[src/rtl/spc_pkg.sv]
// ----------------------------------------------------------------------------
// spc_pkg: shared types and constants for the shape pair collision test
// Shape kind codes, pair classes, the stage tag and the multiplier slot map.
// ----------------------------------------------------------------------------
package spc_pkg;

    // one-hot shape kinds
    localparam logic [3:0] KIND_PT   = 4'd1;
    localparam logic [3:0] KIND_RECT = 4'd2;
    localparam logic [3:0] KIND_CIRC = 4'd4;
    localparam logic [3:0] KIND_LINE = 4'd8;

    // pair class after kind ordering, lower kind first
    typedef enum logic [3:0] {
        PR_NONE,
        PR_PP,
        PR_PR,
        PR_PC,
        PR_PL,
        PR_RR,
        PR_RC,
        PR_RL,
        PR_CC,
        PR_CL,
        PR_LL
    } t_pair;

    // control that travels with each request down the pipeline
    typedef struct packed {
        t_pair pair;
        logic  kill;   // negative radius or circle clearly outside the rectangle
        logic  hit;    // decision made so far
        logic  need;   // final wide compare decides the hit
    } t_tag;

    // multiplier slots
    localparam int NUM_SLOT  = 11;
    localparam int SL_DOT_X  = 0;
    localparam int SL_DOT_Y  = 1;
    localparam int SL_LEN_X  = 2;
    localparam int SL_LEN_Y  = 3;
    localparam int SL_F_X    = 4;
    localparam int SL_F_Y    = 5;
    localparam int SL_G_X    = 6;
    localparam int SL_G_Y    = 7;
    localparam int SL_CR_A   = 8;
    localparam int SL_CR_B   = 9;
    localparam int SL_RAD    = 10;

endpackage

[src/rtl/spc_front.sv]
// ----------------------------------------------------------------------------
// spc_front: ordering, differences and multiplier operand selection
// Stage 1 orders the shapes by kind, classifies the pair, settles the pure
// compare cases and forms differences. Stage 2 prepares the rectangle-circle
// distances and routes operands to the multiplier slots.
// ----------------------------------------------------------------------------
module spc_front #(
    parameter int COORD_BITS = 16
) (
    input  logic                          i_clk,
    input  logic                          i_rst_n,
    input  logic                          i_start,
    input  logic [3:0]                    i_left_kind,
    input  logic signed [COORD_BITS-1:0]  i_left_a,
    input  logic signed [COORD_BITS-1:0]  i_left_b,
    input  logic signed [COORD_BITS-1:0]  i_left_c,
    input  logic signed [COORD_BITS-1:0]  i_left_d,
    input  logic [3:0]                    i_right_kind,
    input  logic signed [COORD_BITS-1:0]  i_right_a,
    input  logic signed [COORD_BITS-1:0]  i_right_b,
    input  logic signed [COORD_BITS-1:0]  i_right_c,
    input  logic signed [COORD_BITS-1:0]  i_right_d,
    output logic                          o_valid,
    output spc_pkg::t_tag                 o_tag,
    output logic signed [COORD_BITS+1:0]  o_ma [spc_pkg::NUM_SLOT],
    output logic signed [COORD_BITS+1:0]  o_mb [spc_pkg::NUM_SLOT]
);
    import spc_pkg::*;

    localparam int C = COORD_BITS;
    localparam int D = COORD_BITS + 2;

    logic                swap;
    logic [3:0]          pk, qk;
    logic signed [C-1:0] pa, pb, pc, pd, qa, qb, qc, qd;
    t_pair               pair;
    logic                simple_hit, kill;
    t_tag                n1_tag;

    logic                r1_v;
    t_tag                r1_tag;
    logic signed [D-1:0] r1_e1, r1_e2, r1_e3, r1_e4, r1_g1, r1_g2, r1_da, r1_db;
    logic signed [D-1:0] r1_rx, r1_ry, r1_rad2, r1_rcs, r1_pc, r1_qc;

    logic signed [D-1:0] ax, ay, ex, ey;
    logic signed [D:0]   limx, limy;
    logic                rc_out, rc_in;
    t_tag                n2_tag;
    logic signed [D-1:0] n_ma [NUM_SLOT];
    logic signed [D-1:0] n_mb [NUM_SLOT];

    // order the shapes, lower kind first, left first on a tie
    always_comb begin
        swap = i_left_kind > i_right_kind;
        pk = swap ? i_right_kind : i_left_kind;
        qk = swap ? i_left_kind  : i_right_kind;
        pa = swap ? i_right_a : i_left_a;
        pb = swap ? i_right_b : i_left_b;
        pc = swap ? i_right_c : i_left_c;
        pd = swap ? i_right_d : i_left_d;
        qa = swap ? i_left_a : i_right_a;
        qb = swap ? i_left_b : i_right_b;
        qc = swap ? i_left_c : i_right_c;
        qd = swap ? i_left_d : i_right_d;
    end

    // classify the pair
    always_comb begin
        case ({pk, qk})
            {KIND_PT,   KIND_PT}:   pair = PR_PP;
            {KIND_PT,   KIND_RECT}: pair = PR_PR;
            {KIND_PT,   KIND_CIRC}: pair = PR_PC;
            {KIND_PT,   KIND_LINE}: pair = PR_PL;
            {KIND_RECT, KIND_RECT}: pair = PR_RR;
            {KIND_RECT, KIND_CIRC}: pair = PR_RC;
            {KIND_RECT, KIND_LINE}: pair = PR_RL;
            {KIND_CIRC, KIND_CIRC}: pair = PR_CC;
            {KIND_CIRC, KIND_LINE}: pair = PR_CL;
            {KIND_LINE, KIND_LINE}: pair = PR_LL;
            default:                pair = PR_NONE;
        endcase
    end

    // settle the pairs that need only compares
    always_comb begin
        case (pair)
            PR_PP:   simple_hit = (pa == qa) && (pb == qb);
            PR_PR:   simple_hit = (pa >= qa) && (pa <= qc) && (pb >= qb) && (pb <= qd);
            PR_RR:   simple_hit = (pa <= qc) && (pc >= qa) && (pb <= qd) && (pd >= qb);
            PR_RL:   simple_hit = ((qa >= pa) && (qa <= pc) && (qb >= pb) && (qb <= pd)) ||
                                  ((qc >= pa) && (qc <= pc) && (qd >= pb) && (qd <= pd));
            default: simple_hit = 1'b0;
        endcase
    end

    // flag a negative radius
    always_comb begin
        case (pair)
            PR_PC, PR_RC: kill = qc[C-1];
            PR_CC:        kill = pc[C-1] || qc[C-1];
            PR_CL:        kill = pc[C-1];
            default:      kill = 1'b0;
        endcase
        n1_tag = '{pair: pair, kill: kill, hit: simple_hit, need: 1'b0};
    end

    // stage 1 registers
    always_ff @(posedge i_clk) begin
        if (!i_rst_n) begin
            r1_v <= 1'b0;
        end else begin
            r1_v <= i_start;
        end
        r1_tag  <= n1_tag;
        r1_e1   <= D'(pc) - D'(pa);
        r1_e2   <= D'(pd) - D'(pb);
        r1_e3   <= D'(qc) - D'(qa);
        r1_e4   <= D'(qd) - D'(qb);
        r1_g1   <= D'(pa) - D'(qc);
        r1_g2   <= D'(pb) - D'(qd);
        r1_da   <= D'(pa) - D'(qa);
        r1_db   <= D'(pb) - D'(qb);
        r1_rx   <= (D'(qa) <<< 1) - D'(pa) - D'(pc);
        r1_ry   <= (D'(qb) <<< 1) - D'(pb) - D'(pd);
        r1_rad2 <= D'(qc) <<< 1;
        r1_rcs  <= D'(pc) + D'(qc);
        r1_pc   <= D'(pc);
        r1_qc   <= D'(qc);
    end

    // rectangle-circle: distance from the rectangle centre in doubled units
    always_comb begin
        ax     = r1_rx[D-1] ? -r1_rx : r1_rx;
        ay     = r1_ry[D-1] ? -r1_ry : r1_ry;
        limx   = (D+1)'(r1_e1) + (D+1)'(r1_rad2);
        limy   = (D+1)'(r1_e2) + (D+1)'(r1_rad2);
        rc_out = ((D+1)'(ax) > limx) || ((D+1)'(ay) > limy);
        rc_in  = (ax <= r1_e1) || (ay <= r1_e2);
        ex     = ax - r1_e1;
        ey     = ay - r1_e2;
        n2_tag = r1_tag;
        if (r1_tag.pair == PR_RC) begin
            n2_tag.hit  = !r1_tag.kill && !rc_out && rc_in;
            n2_tag.kill = r1_tag.kill || rc_out;
        end
    end

    // route operands to the multiplier slots
    always_comb begin
        for (int i = 0; i < NUM_SLOT; i++) begin
            n_ma[i] = '0;
            n_mb[i] = '0;
        end
        case (r1_tag.pair)
            PR_PC, PR_CC: begin
                n_ma[SL_DOT_X] = r1_da;  n_mb[SL_DOT_X] = r1_da;
                n_ma[SL_DOT_Y] = r1_db;  n_mb[SL_DOT_Y] = r1_db;
                n_ma[SL_RAD]   = (r1_tag.pair == PR_PC) ? r1_qc : r1_rcs;
                n_mb[SL_RAD]   = (r1_tag.pair == PR_PC) ? r1_qc : r1_rcs;
            end
            PR_RC: begin
                n_ma[SL_DOT_X] = ex;      n_mb[SL_DOT_X] = ex;
                n_ma[SL_DOT_Y] = ey;      n_mb[SL_DOT_Y] = ey;
                n_ma[SL_RAD]   = r1_rad2; n_mb[SL_RAD]   = r1_rad2;
            end
            PR_CL: begin
                n_ma[SL_DOT_X] = r1_da;  n_mb[SL_DOT_X] = r1_e3;
                n_ma[SL_DOT_Y] = r1_db;  n_mb[SL_DOT_Y] = r1_e4;
                n_ma[SL_LEN_X] = r1_e3;  n_mb[SL_LEN_X] = r1_e3;
                n_ma[SL_LEN_Y] = r1_e4;  n_mb[SL_LEN_Y] = r1_e4;
                n_ma[SL_F_X]   = r1_da;  n_mb[SL_F_X]   = r1_da;
                n_ma[SL_F_Y]   = r1_db;  n_mb[SL_F_Y]   = r1_db;
                n_ma[SL_G_X]   = r1_g1;  n_mb[SL_G_X]   = r1_g1;
                n_ma[SL_G_Y]   = r1_g2;  n_mb[SL_G_Y]   = r1_g2;
                n_ma[SL_CR_A]  = r1_da;  n_mb[SL_CR_A]  = r1_e4;
                n_ma[SL_CR_B]  = r1_db;  n_mb[SL_CR_B]  = r1_e3;
                n_ma[SL_RAD]   = r1_pc;  n_mb[SL_RAD]   = r1_pc;
            end
            PR_LL: begin
                // det from the dot slots, numerators from the len and f slots
                n_ma[SL_DOT_X] = r1_e1;  n_mb[SL_DOT_X] = r1_e4;
                n_ma[SL_DOT_Y] = r1_e2;  n_mb[SL_DOT_Y] = r1_e3;
                n_ma[SL_LEN_X] = r1_da;  n_mb[SL_LEN_X] = r1_e4;
                n_ma[SL_LEN_Y] = r1_db;  n_mb[SL_LEN_Y] = r1_e3;
                n_ma[SL_F_X]   = r1_e1;  n_mb[SL_F_X]   = r1_db;
                n_ma[SL_F_Y]   = r1_e2;  n_mb[SL_F_Y]   = r1_da;
            end
            default: begin
            end
        endcase
    end

    // stage 2 registers
    always_ff @(posedge i_clk) begin
        if (!i_rst_n) begin
            o_valid <= 1'b0;
        end else begin
            o_valid <= r1_v;
        end
        o_tag <= n2_tag;
        for (int i = 0; i < NUM_SLOT; i++) begin
            o_ma[i] <= n_ma[i];
            o_mb[i] <= n_mb[i];
        end
    end

endmodule

[config.mk]
export PLATFORM = sky130hd
export DESIGN_NAME = spc_front
export DESIGN_NICKNAME = d
export VERILOG_FILES = /design/src/rtl/spc_pkg.sv /design/src/rtl/spc_front.sv
export SDC_FILE = /design/constraint.sdc
export NUM_CORES = 1
export LEC_CHECK = 0
export ABC_AREA = 1
export ABC_CLOCK_PERIOD_IN_PS = 10100
export BUFFER_PORTS_ARGS = -buffer_cell sky130_fd_sc_hd__buf_4
export CAP_MARGIN = 20
export CORE_ASPECT_RATIO = 0.5
export CORE_UTILIZATION = 26
export CTS_CLUSTER_DIAMETER = 100
export DETAILED_ROUTE_END_ITERATION = 12
export GPL_ROUTABILITY_DRIVEN = 0
export SYNTH_ARGS = -nofsm -noshare
export SYNTH_HDL_FRONTEND = slang
export SYNTH_SLANG_ARGS = --single-unit
[constraint.sdc]
create_clock -name i_clk -period 10.1 [get_ports i_clk]
set_input_delay 2.02 -clock i_clk [delete_from_list [all_inputs] [get_ports i_clk]]
set_output_delay 2.02 -clock i_clk [all_outputs]
set_load 0.01 [all_outputs]
* After elaboration in Yosys (flattened, before gate mapping)
Index checks and enable logic that the tools add are counted.
Storage, ports and cells: register bits after elaboration 587, bits of input ports 139, output and inout port bits 404
Cells by class: add/sub/neg operators 19, $lt $le $gt $ge 19, equality and inequality tests 25, mux-type cells 22, reductions and logical operators 25
Operators with widths (number):
- $pmux 72 s2 | 2
- $pmux 36 s4 | 1
- $sub 16x16->17 | 8
- $ge 16x16->1 | 8
- $mux 16 | 8
- $pmux 36 s3 | 1
- $le 16x16->1 | 6
- $mux 18 | 3
- $pmux 18 s3 | 1
- $pmux 4 s10 | 1
- $add 17x17->18 | 2
- $gt 18x18->1 | 2
- $le 18x17->1 | 2
- $neg 18->18 | 2
- $sub 17x16->18 | 2
- $sub 18x16->18 | 2
- $sub 18x17->18 | 2
- $eq 16x16->1 | 2
- $eq 8x5->1 const B | 4
- $eq 8x6->1 const B | 3
- $eq 4x4->1 const B | 5
- $add 16x16->17 | 1
- $eq 4x3->1 const B | 4
- $eq 8x7->1 const B | 2
- 13 further kinds | 36

* Logic depth before layout (Yosys ltp)
Gate-level depths: netlist (run 1).
depth after elaboration 8, depth in mapped cells 30

* Least setup slack after synthesis (run 1)
No wires, ideal clock.
kind input port to flip-flop, start point in i_right_kind[3], end point reg r1_ry[16], arrival time 6152 ps, setup slack 3830 ps, stages on the path 24, cell sequence inv_1 ha_1 a21oi_1 nand2_4 nand2_4 buf_6 buf_6 buf_4 buf_2 clkbuf_1 nand2_1 o21ai_0 fa_1 ha_1 a21oi_1 a21boi_0 o21ai_0 a21boi_0 o21ai_0 a21boi_0 nor2_1 o21ai_0 nand2_1 xor2_1
On the way: cells in the longest elaborated chain, start to end 4, elaborated cells on any way between the ends 6, classes of those cells 2 x add/sub; 1 x order compare; 3 x mux
Ends and longest elaborated chain:
- start: declaration | RTL line spc_front.sv:18 | input logic [3:0] i_right_kind,
- $gt 4x4->1 (*) | RTL line spc_front.sv:54 | swap = i_left_kind > i_right_kind;
- $mux 16, on equally long branches | RTL line spc_front.sv:58, spc_front.sv:62
- $sub 17x16->18 | RTL line spc_front.sv:124 | r1_ry <= (D'(qb) <<< 1) - D'(pb) - D'(pd);
- $sub 18x16->18 (*) | RTL line spc_front.sv:124
- end signal: assignment | RTL line spc_front.sv:124
- end: declaration | RTL line spc_front.sv:43 | logic signed [D-1:0] r1_rx, r1_ry, r1_rad2, r1_rcs, r1_pc, r1_qc;
Every way passes the cells marked *; elsewhere a longest branch is shown, timed or not. A chain may end at the register's enable or synchronous reset.

* Worst setup path in the final report (run 1)
Same ends and word-level chain as after synthesis.

==> impl_metrics.py, run 1 <==
metrics = {
    "floorplan": {
        "die_h_um": 252,
        "fp-row-count": 91,
        "boundaryPins": 543,
        "start_util": 0.262,
        "core_area_mm2": 0.123,
        "die-width_um": 501,
        "die_area_mm2": 0.126,
    },
    "status": {
        "outcome": "finished, final reports clean",
    },
    "power_and_ir_drop": {
        "design_power_total_mw": 10.8,
        "p_leak_nw": 20.3,
        "cellPowerDensity_mw_per_mm2": 273,
        "ir_worst_vdd_uv": 146,
    },
    "clocking": {
        "ctsHoldBuffers": 0,
        "clock-root-buffer": "clkbuf_16",
        "insertion_delay_ps": 660,
        "cts_max_path_buffers": 3,
        "post-cts-setup-buffers": 0,
        "cts_tree": "done",
        "clk_pin_slew_ps": 80,
        "cts_max_level": 2,
        "cts_num_sinks": 560,
        "numCtsBuffers": 57,
        "cts_resized": 0,
    },
    "sta": {
        "clock_skew_ps": 40.4,
        "worst_slew_pin_slew_ps": 1040,
        "hold_viol_final": 0,
        "max_slew_margin": 0.304,
        "fmax_ghz": 0.143,
        "slew_violations": 0,
        "min_period_ps": 7010,
        "final.setup.tns_ps": 0,
        "post-route-period-util": 0.694,
        "rsz0062_at_grt": "no",
        "setup_viol": 0,
    },
    "yosys": {
        "synth_edf_count": 0,
        "ys_seq_area_frac": 0.346,
        "async_flop_share": 0,
        "synth_area_leaders": "dfxtp_1, ha_1, nand2_1",
        "synthDominantCellAreaShare": 0.346,
        "ys_ff_latch": 560,
        "syn_inst": 4271,
        "ys_types": 61,
        "synth_area_per_cell_um2": 7.58,
        "synth_area_leader_cell": "dfxtp_1",
        "synth_area_mm2": 0.0324,
        "yosysMostFrequentCell": "nand2_1",
        "synthFlopType": "dfxtp_1",
        "synth_commonest_cells": "nand2_1, inv_1, dfxtp_1, nor2_1, a21oi_1",
        "ys_warn_count": 0,
    },
    "flow_run": {
        "maxCapViolCount": 0,
    },
    "drt": {
        "drtIter0Drc": 2864,
        "via_count": 30332,
        "avgRoutedWirePerCell_um": 20.6,
        "first_pass_iters": 6,
        "vias_per_cell": 4.70,
        "ant_nets": 0,
        "routed_wl_um": 133000,
        "drc": 0,
    },
    "worst_setup_path": {
        "cp_max_fo": 103,
        "arrival_ps": 7570,
        "cp.required_ps": 10660,
        "worstSetupPathType": "input pin to register",
        "start_kind": "input pin",
        "endpoint_kind": "register",
    },
    "global_route": {
        "overflow": 0,
        "grt_use_total": 0.201,
        "grt_pass1_wl_um": 185000,
        "grt_pass1_vias": 27471,
        "grt_max_degree": 108,
        "antenna_found_initial": 17,
    },
    "cells_and_area": {
        "nNetsFinal": 5189,
        "final_layout_size_suffix_gt1_frac": 0.157,
        "layout-area-overhead-vs-synth_pct": 22.5,
        "fin_util": 0.322,
    },
    "placed_design": {
        "io_buffer_count": 541,
        "hpwl_um": 110000,
    },
    "hold_path": {
        "hold_path.class": "register to register",
    },
}
-- final cells by class --
type                       count  area (um^2)
fill                       13163        83700
multi-input combinational   2870        17600
clock buffer                  77         1650
antenna                        6         15.0
tap                         1674         2090
clock inverter                29          369
inverter                     677         2550
sequential                   560        11200
timing repair buffer         558         4190
-- state kept, by name, indices dropped and copies added (netlist names), 18 cells and up --
| register | cells |
|---|---|
| o_ma | 138 |
| o_mb | 189 |
| r1_rx | 18 |
| r1_ry | 18 |
-- where the power goes --
part | switching [mW] | internal [mW] | total (mW)
sequential | 0.280 | 2.59 | 2.87
clock | 0.985 | 1.31 | 2.30
combinational | 3.77 | 1.89 | 5.66
total | 5.04 | 5.79 | 10.8
-- routing by layer --
metal / global-route usage / up-vias / wire [um]
met1: 0.278 / 14031 / 59500
met3: 0.0263 / 245 / 9880
met5: 0 / - / 0
met4: 0.0945 / 0 / 6800
li1: - / 14770 / -
met2: 0.308 / 1286 / 56600
-- layout by cell type, fill, tap and decap left out, types with 140 or more instances in the layout --
cell type	Yosys	routed
o22ai_1	140	140
o21ai_0	171	171
a21oi_1	302	302
inv_1	670	668
nor2_1	307	307
nand2_1	834	834
xor2_1	195	195
ha_1	287	287
dfxtp_1	560	560
buf_4	75	558
-- kinds of logic after synthesis --
kind of cell | after synthesis | synth area share
AOI/OAI and AO/OA | 868 | 0.157
DFF | 560 | 0.346
buffers and inverters | 842 | 0.111
and+or+nand+nor | 1426 | 0.183
other | 2 | 0.000232
adders and majority gates | 326 | 0.135
xor gates and xnor gates | 247 | 0.0668
-- worst max-delay path, cell delays in order --
cell and delay [ps]:
buf_4 90, inv_1 50, ha_1 300, nand2_1 60, clkinv_1 70, nand3_2 530
nand2_8 750, buf_4 700, nand2_1 120, o21ai_1 180, inv_1 140, fa_1 510
inv_1 40, ha_1 320, a21oi_1 140, o21ai_0 140, a21boi_0 290, o21ai_0 190
a21boi_0 350, nor2_1 70, o21ai_0 180, nand2_1 90, xor2_1 150
-- final timing paths --
path / start / endpoint / slack [ps] / cells after the start
setup reg to reg: r1_rad2[1]$_DFF_P_ / o_tag[1]$_DFF_P_ / 5150 / 26
hold / removal: n2_tag[4]$_DFF_P_ / o_tag[4]$_DFF_P_ / 390 / 0
setup / recovery: i_right_kind[3] / r1_ry[16]$_DFF_P_ / 3090 / 23
hold reg to reg: n2_tag[4]$_DFF_P_ / o_tag[4]$_DFF_P_ / 390 / 0
-- through the flow --
step                hold WS [ps]  setup slack (ps)  cells  area [um^2]
finish                       390              3090   6451        39700
global route                 394              2660   6449        39700
CTS                          389              3180   6445        39700
floorplan                    351              3830   4272        32400
detailed placement           380              2490   6339        37700
global placement             382              2570   6339        37700
No activity file was read; power rests on OpenSTA's default activity.
==> inputs of run 2 (changes only) <==
--- a/config.mk
+++ b/config.mk
@@ -5,8 +5,8 @@
 export SDC_FILE = /design/constraint.sdc
 export NUM_CORES = 1
 export LEC_CHECK = 0
-export ABC_AREA = 1
-export ABC_CLOCK_PERIOD_IN_PS = 10100
+export ABC_AREA = 0
+export ABC_CLOCK_PERIOD_IN_PS = 5700
 export BUFFER_PORTS_ARGS = -buffer_cell sky130_fd_sc_hd__buf_4
 export CAP_MARGIN = 20
 export CORE_ASPECT_RATIO = 0.5
==> constraint.sdc (replaced) <==
create_clock -name i_clk -period 5.7 [get_ports i_clk]
set_input_delay 1.14 -clock i_clk [delete_from_list [all_inputs] [get_ports i_clk]]
set_output_delay 1.14 -clock i_clk [all_outputs]
set_load 0.01 [all_outputs]
==> run 2 against run 1 <==
  * Global-route usage rose by 0.29 points
  * Total power rose by 80%
  * Design area rose by 5.2%
  * Clock power rose by 63%
  * Via count rose by 2.0%
  * Sequential share of layout area fell by 1.4 points
  * Highest routed layer is now met5
==> impl_metrics.py, run 2 <==
metrics = {
    "status": {
        "outcome": "finished, final reports clean",
    },
    "drt": {
        "drtIter0Drc": 3254,
        "wl_met2_um": 62800,
        "via_count": 30953,
        "vias_per_cell": 4.98,
        "drc": 0,
        "met3_length_um": 11000,
        "first_pass_iters": 6,
        "routed_wl_um": 139000,
        "routed.top_layer": "met5",
        "m1WireLength_um": 58000,
        "avgRoutedWirePerCell_um": 22.3,
        "ant_nets": 0,
    },
    "power_and_ir_drop": {
        "p_int_mw": 10.9,
        "power_frac_comb": 0.527,
        "cellPowerDensity_mw_per_mm2": 468,
        "ir_worst_vdd_uv": 265,
        "seq_power_share": 0.281,
        "p_leak_nw": 20.6,
        "design_power_total_mw": 19.5,
        "swShare": 0.440,
        "clockPowerShare": 0.192,
        "p_sw_mw": 8.60,
    },
    "floorplan": {
        "die_area_mm2": 0.130,
        "boundaryPins": 543,
        "die-width_um": 509,
        "core_area_mm2": 0.127,
        "die_h_um": 255,
        "start_util": 0.264,
        "fp-row-count": 92,
    },
    "yosys": {
        "syn_inst": 3910,
        "synth_commonest_cells": "dfxtp_1, inv_1, nand2_1, ha_1, nor2_1",
        "synth_top_family_by_area": "compound AO/OA/AOI/OAI gates",
        "synth_compound_area_frac": 0.193,
        "synth_fa_ha_area_frac": 0.151,
        "synth_area_mm2": 0.0334,
        "synth_edf_count": 0,
        "synth_area_leaders": "dfxtp_1, ha_1, a21o_1",
        "synthDominantCellAreaShare": 0.336,
        "synth_area_per_cell_um2": 8.53,
        "async_flop_share": 0,
        "synth_area_leader_cell": "dfxtp_1",
        "synth-simple-area-share": 0.171,
        "yosysMostFrequentCell": "dfxtp_1",
        "ys_ff_latch": 560,
        "synth_xor_area_frac": 0.0675,
        "ys_types": 89,
        "ys_warn_count": 0,
        "ys_seq_area_frac": 0.336,
        "synth_mux_area_frac": 0.00937,
        "synthFlopType": "dfxtp_1",
    },
    "worst_setup_path": {
        "regToRegEndpoint": "o_tag[1]$_DFF_P_",
        "ff2ff_setup_slack_ps": 500,
        "worstSetupEndpoint": "r1_db[16]$_DFF_P_",
        "reg2reg_depth": 21,
        "r2r_start": "r1_rad2[1]$_DFF_P_",
        "arrival_ps": 6080,
        "cp.required_ps": 6240,
        "cp_max_fo": 22,
        "worstSetupPathType": "input pin to register",
        "setup.worst_path.start": "i_right_kind[2]",
        "start_kind": "input pin",
        "endpoint_kind": "register",
    },
    "cells_and_area": {
        "layout-area-overhead-vs-synth_pct": 25.1,
        "nNetsFinal": 4931,
        "mostFrequentLayoutCell": "buf_4",
        "largest_register_ffs": 189,
        "regMostFlops": "o_mb",
        "final_layout_size_suffix_gt1_frac": 0.185,
        "top_regs": "o_mb (189), o_ma (138)",
        "mostFrequentLayoutCells": "buf_4, dfxtp_1, inv_1",
    },
    "global_route": {
        "overflow": 0,
        "antenna_found_initial": 31,
        "grt_pass1_vias": 29213,
        "grt_use_total": 0.204,
        "grt_max_degree": 137,
        "grt_pass1_wl_um": 195000,
    },
    "sta": {
        "rsz0062_at_grt": "no",
        "hold_viol_final": 0,
        "whs_ps": 423,
        "fmax_ghz": 0.181,
        "setup_viol": 0,
        "max_slew_margin": 0.321,
        "clock_skew_ps": 39.0,
        "worst_slew_pin_slew_ps": 1010,
        "post-route-period-util": 0.971,
        "slew_violations": 0,
        "min_period_ps": 5540,
    },
    "hold_path": {
        "min_from": "r1_g1[4]$_DFF_P_",
        "hold_path.class": "register to register",
    },
    "clocking": {
        "clock-root-buffer": "clkbuf_16",
        "clk_pin_slew_ps": 60,
        "post-cts-setup-buffers": 0,
        "cts_max_level": 2,
        "numCtsBuffers": 56,
        "cts_tree": "done",
        "ctsHoldBuffers": 0,
        "cts_num_sinks": 560,
        "cts_max_path_buffers": 3,
        "insertion_delay_ps": 630,
        "cts_resized": 0,
    },
    "placed_design": {
        "hpwl_um": 117000,
        "io_buffer_count": 541,
    },
    "flow_run": {
        "maxCapViolCount": 0,
    },
}
==> run 2: how the worst min path moves through the flow <==
stage / slack (ps) / cells after the start / end
5_1_grt: 440 / 0 / o_tag[6]$_DFF_P_
3_3_place_gp: 400 / 0 / o_tag[6]$_DFF_P_
4_1_cts: 420 / 0 / o_tag[6]$_DFF_P_
2_1_floorplan: 360 / 0 / o_tag[4]$_DFF_P_
6_report: 420 / 1 / o_mb[76]$_SDFF_PN0_
3_5_place_dp: 410 / 0 / o_tag[6]$_DFF_P_
==> run 2: logic make-up (layout without fill, tap and decap cells) <==
group           after synthesis  in the layout
buf+inv                     562           1160
compound gates              956            956
fa+ha+maj                   394            394
simple gates               1148           1148
xor+xnor                    257            257
other cells                   2             20
mux                          31             31
flops                       560            560
==> run 2: critical path, cell delays in order <==
cell      delay [ps]
buf_4            130
inv_1            130
ha_4             240
a41o_1           290
nor2_4           280
buf_4            370
buf_4            210
mux2i_1          270
buf_4            170
nand2_1           60
ha_1             180
inv_1             50
o221a_2          200
o221ai_1         210
o21ai_0          420
o311ai_2         210
o31ai_1          290
buf_4            170
nor2_1            50
a211oi_1         760
buf_4            230
==> run 2: stage by stage <==
step / worst slack [ps] / setup TNS [ps] / std cells / cell area (um^2) / util
floorplan: -294 / -294 / 3911 / 33600 / -
global placement: -42.2 / -42.2 / 6099 / 39800 / 0.315
detailed placement: -189 / -529 / 6099 / 39800 / 0.315
CTS: 446 / 0 / 6200 / 41700 / 0.329
global route: 56.0 / 0 / 6212 / 41700 / 0.330
finish: 165 / 0 / 6218 / 41800 / 0.330
==> run 2: layout make-up <==
class / count / area [um^2]
fillers: 13112 / 84900
multi-input cells: 2789 / 19900
flip-flops and latches: 560 / 11200
repair buffers: 695 / 5270
well taps: 1692 / 2120
clock buffers: 77 / 1620
inverters: 364 / 1370
clock inverters: 24 / 223
diodes: 17 / 42.5
==> run 2: power groups by stage <==
stage,clock network (mW),registers [mW],logic (mW)
2_1_floorplan,0,4.94,7.09
3_3_place_gp,0,5.53,9.69
3_5_place_dp,0,5.55,9.92
4_1_cts,3.82,5.46,10.0
5_1_grt,3.98,5.49,11.2
6_report,3.76,5.48,10.3
==> run 2: layer usage <==
metal | vias to the layer above | GRT usage
li1 | 14514 | -
met1 | 14765 | 0.266
met2 | 1395 | 0.328
met3 | 267 | 0.0306
met4 | 12 | 0.0966
met5 | - | 0
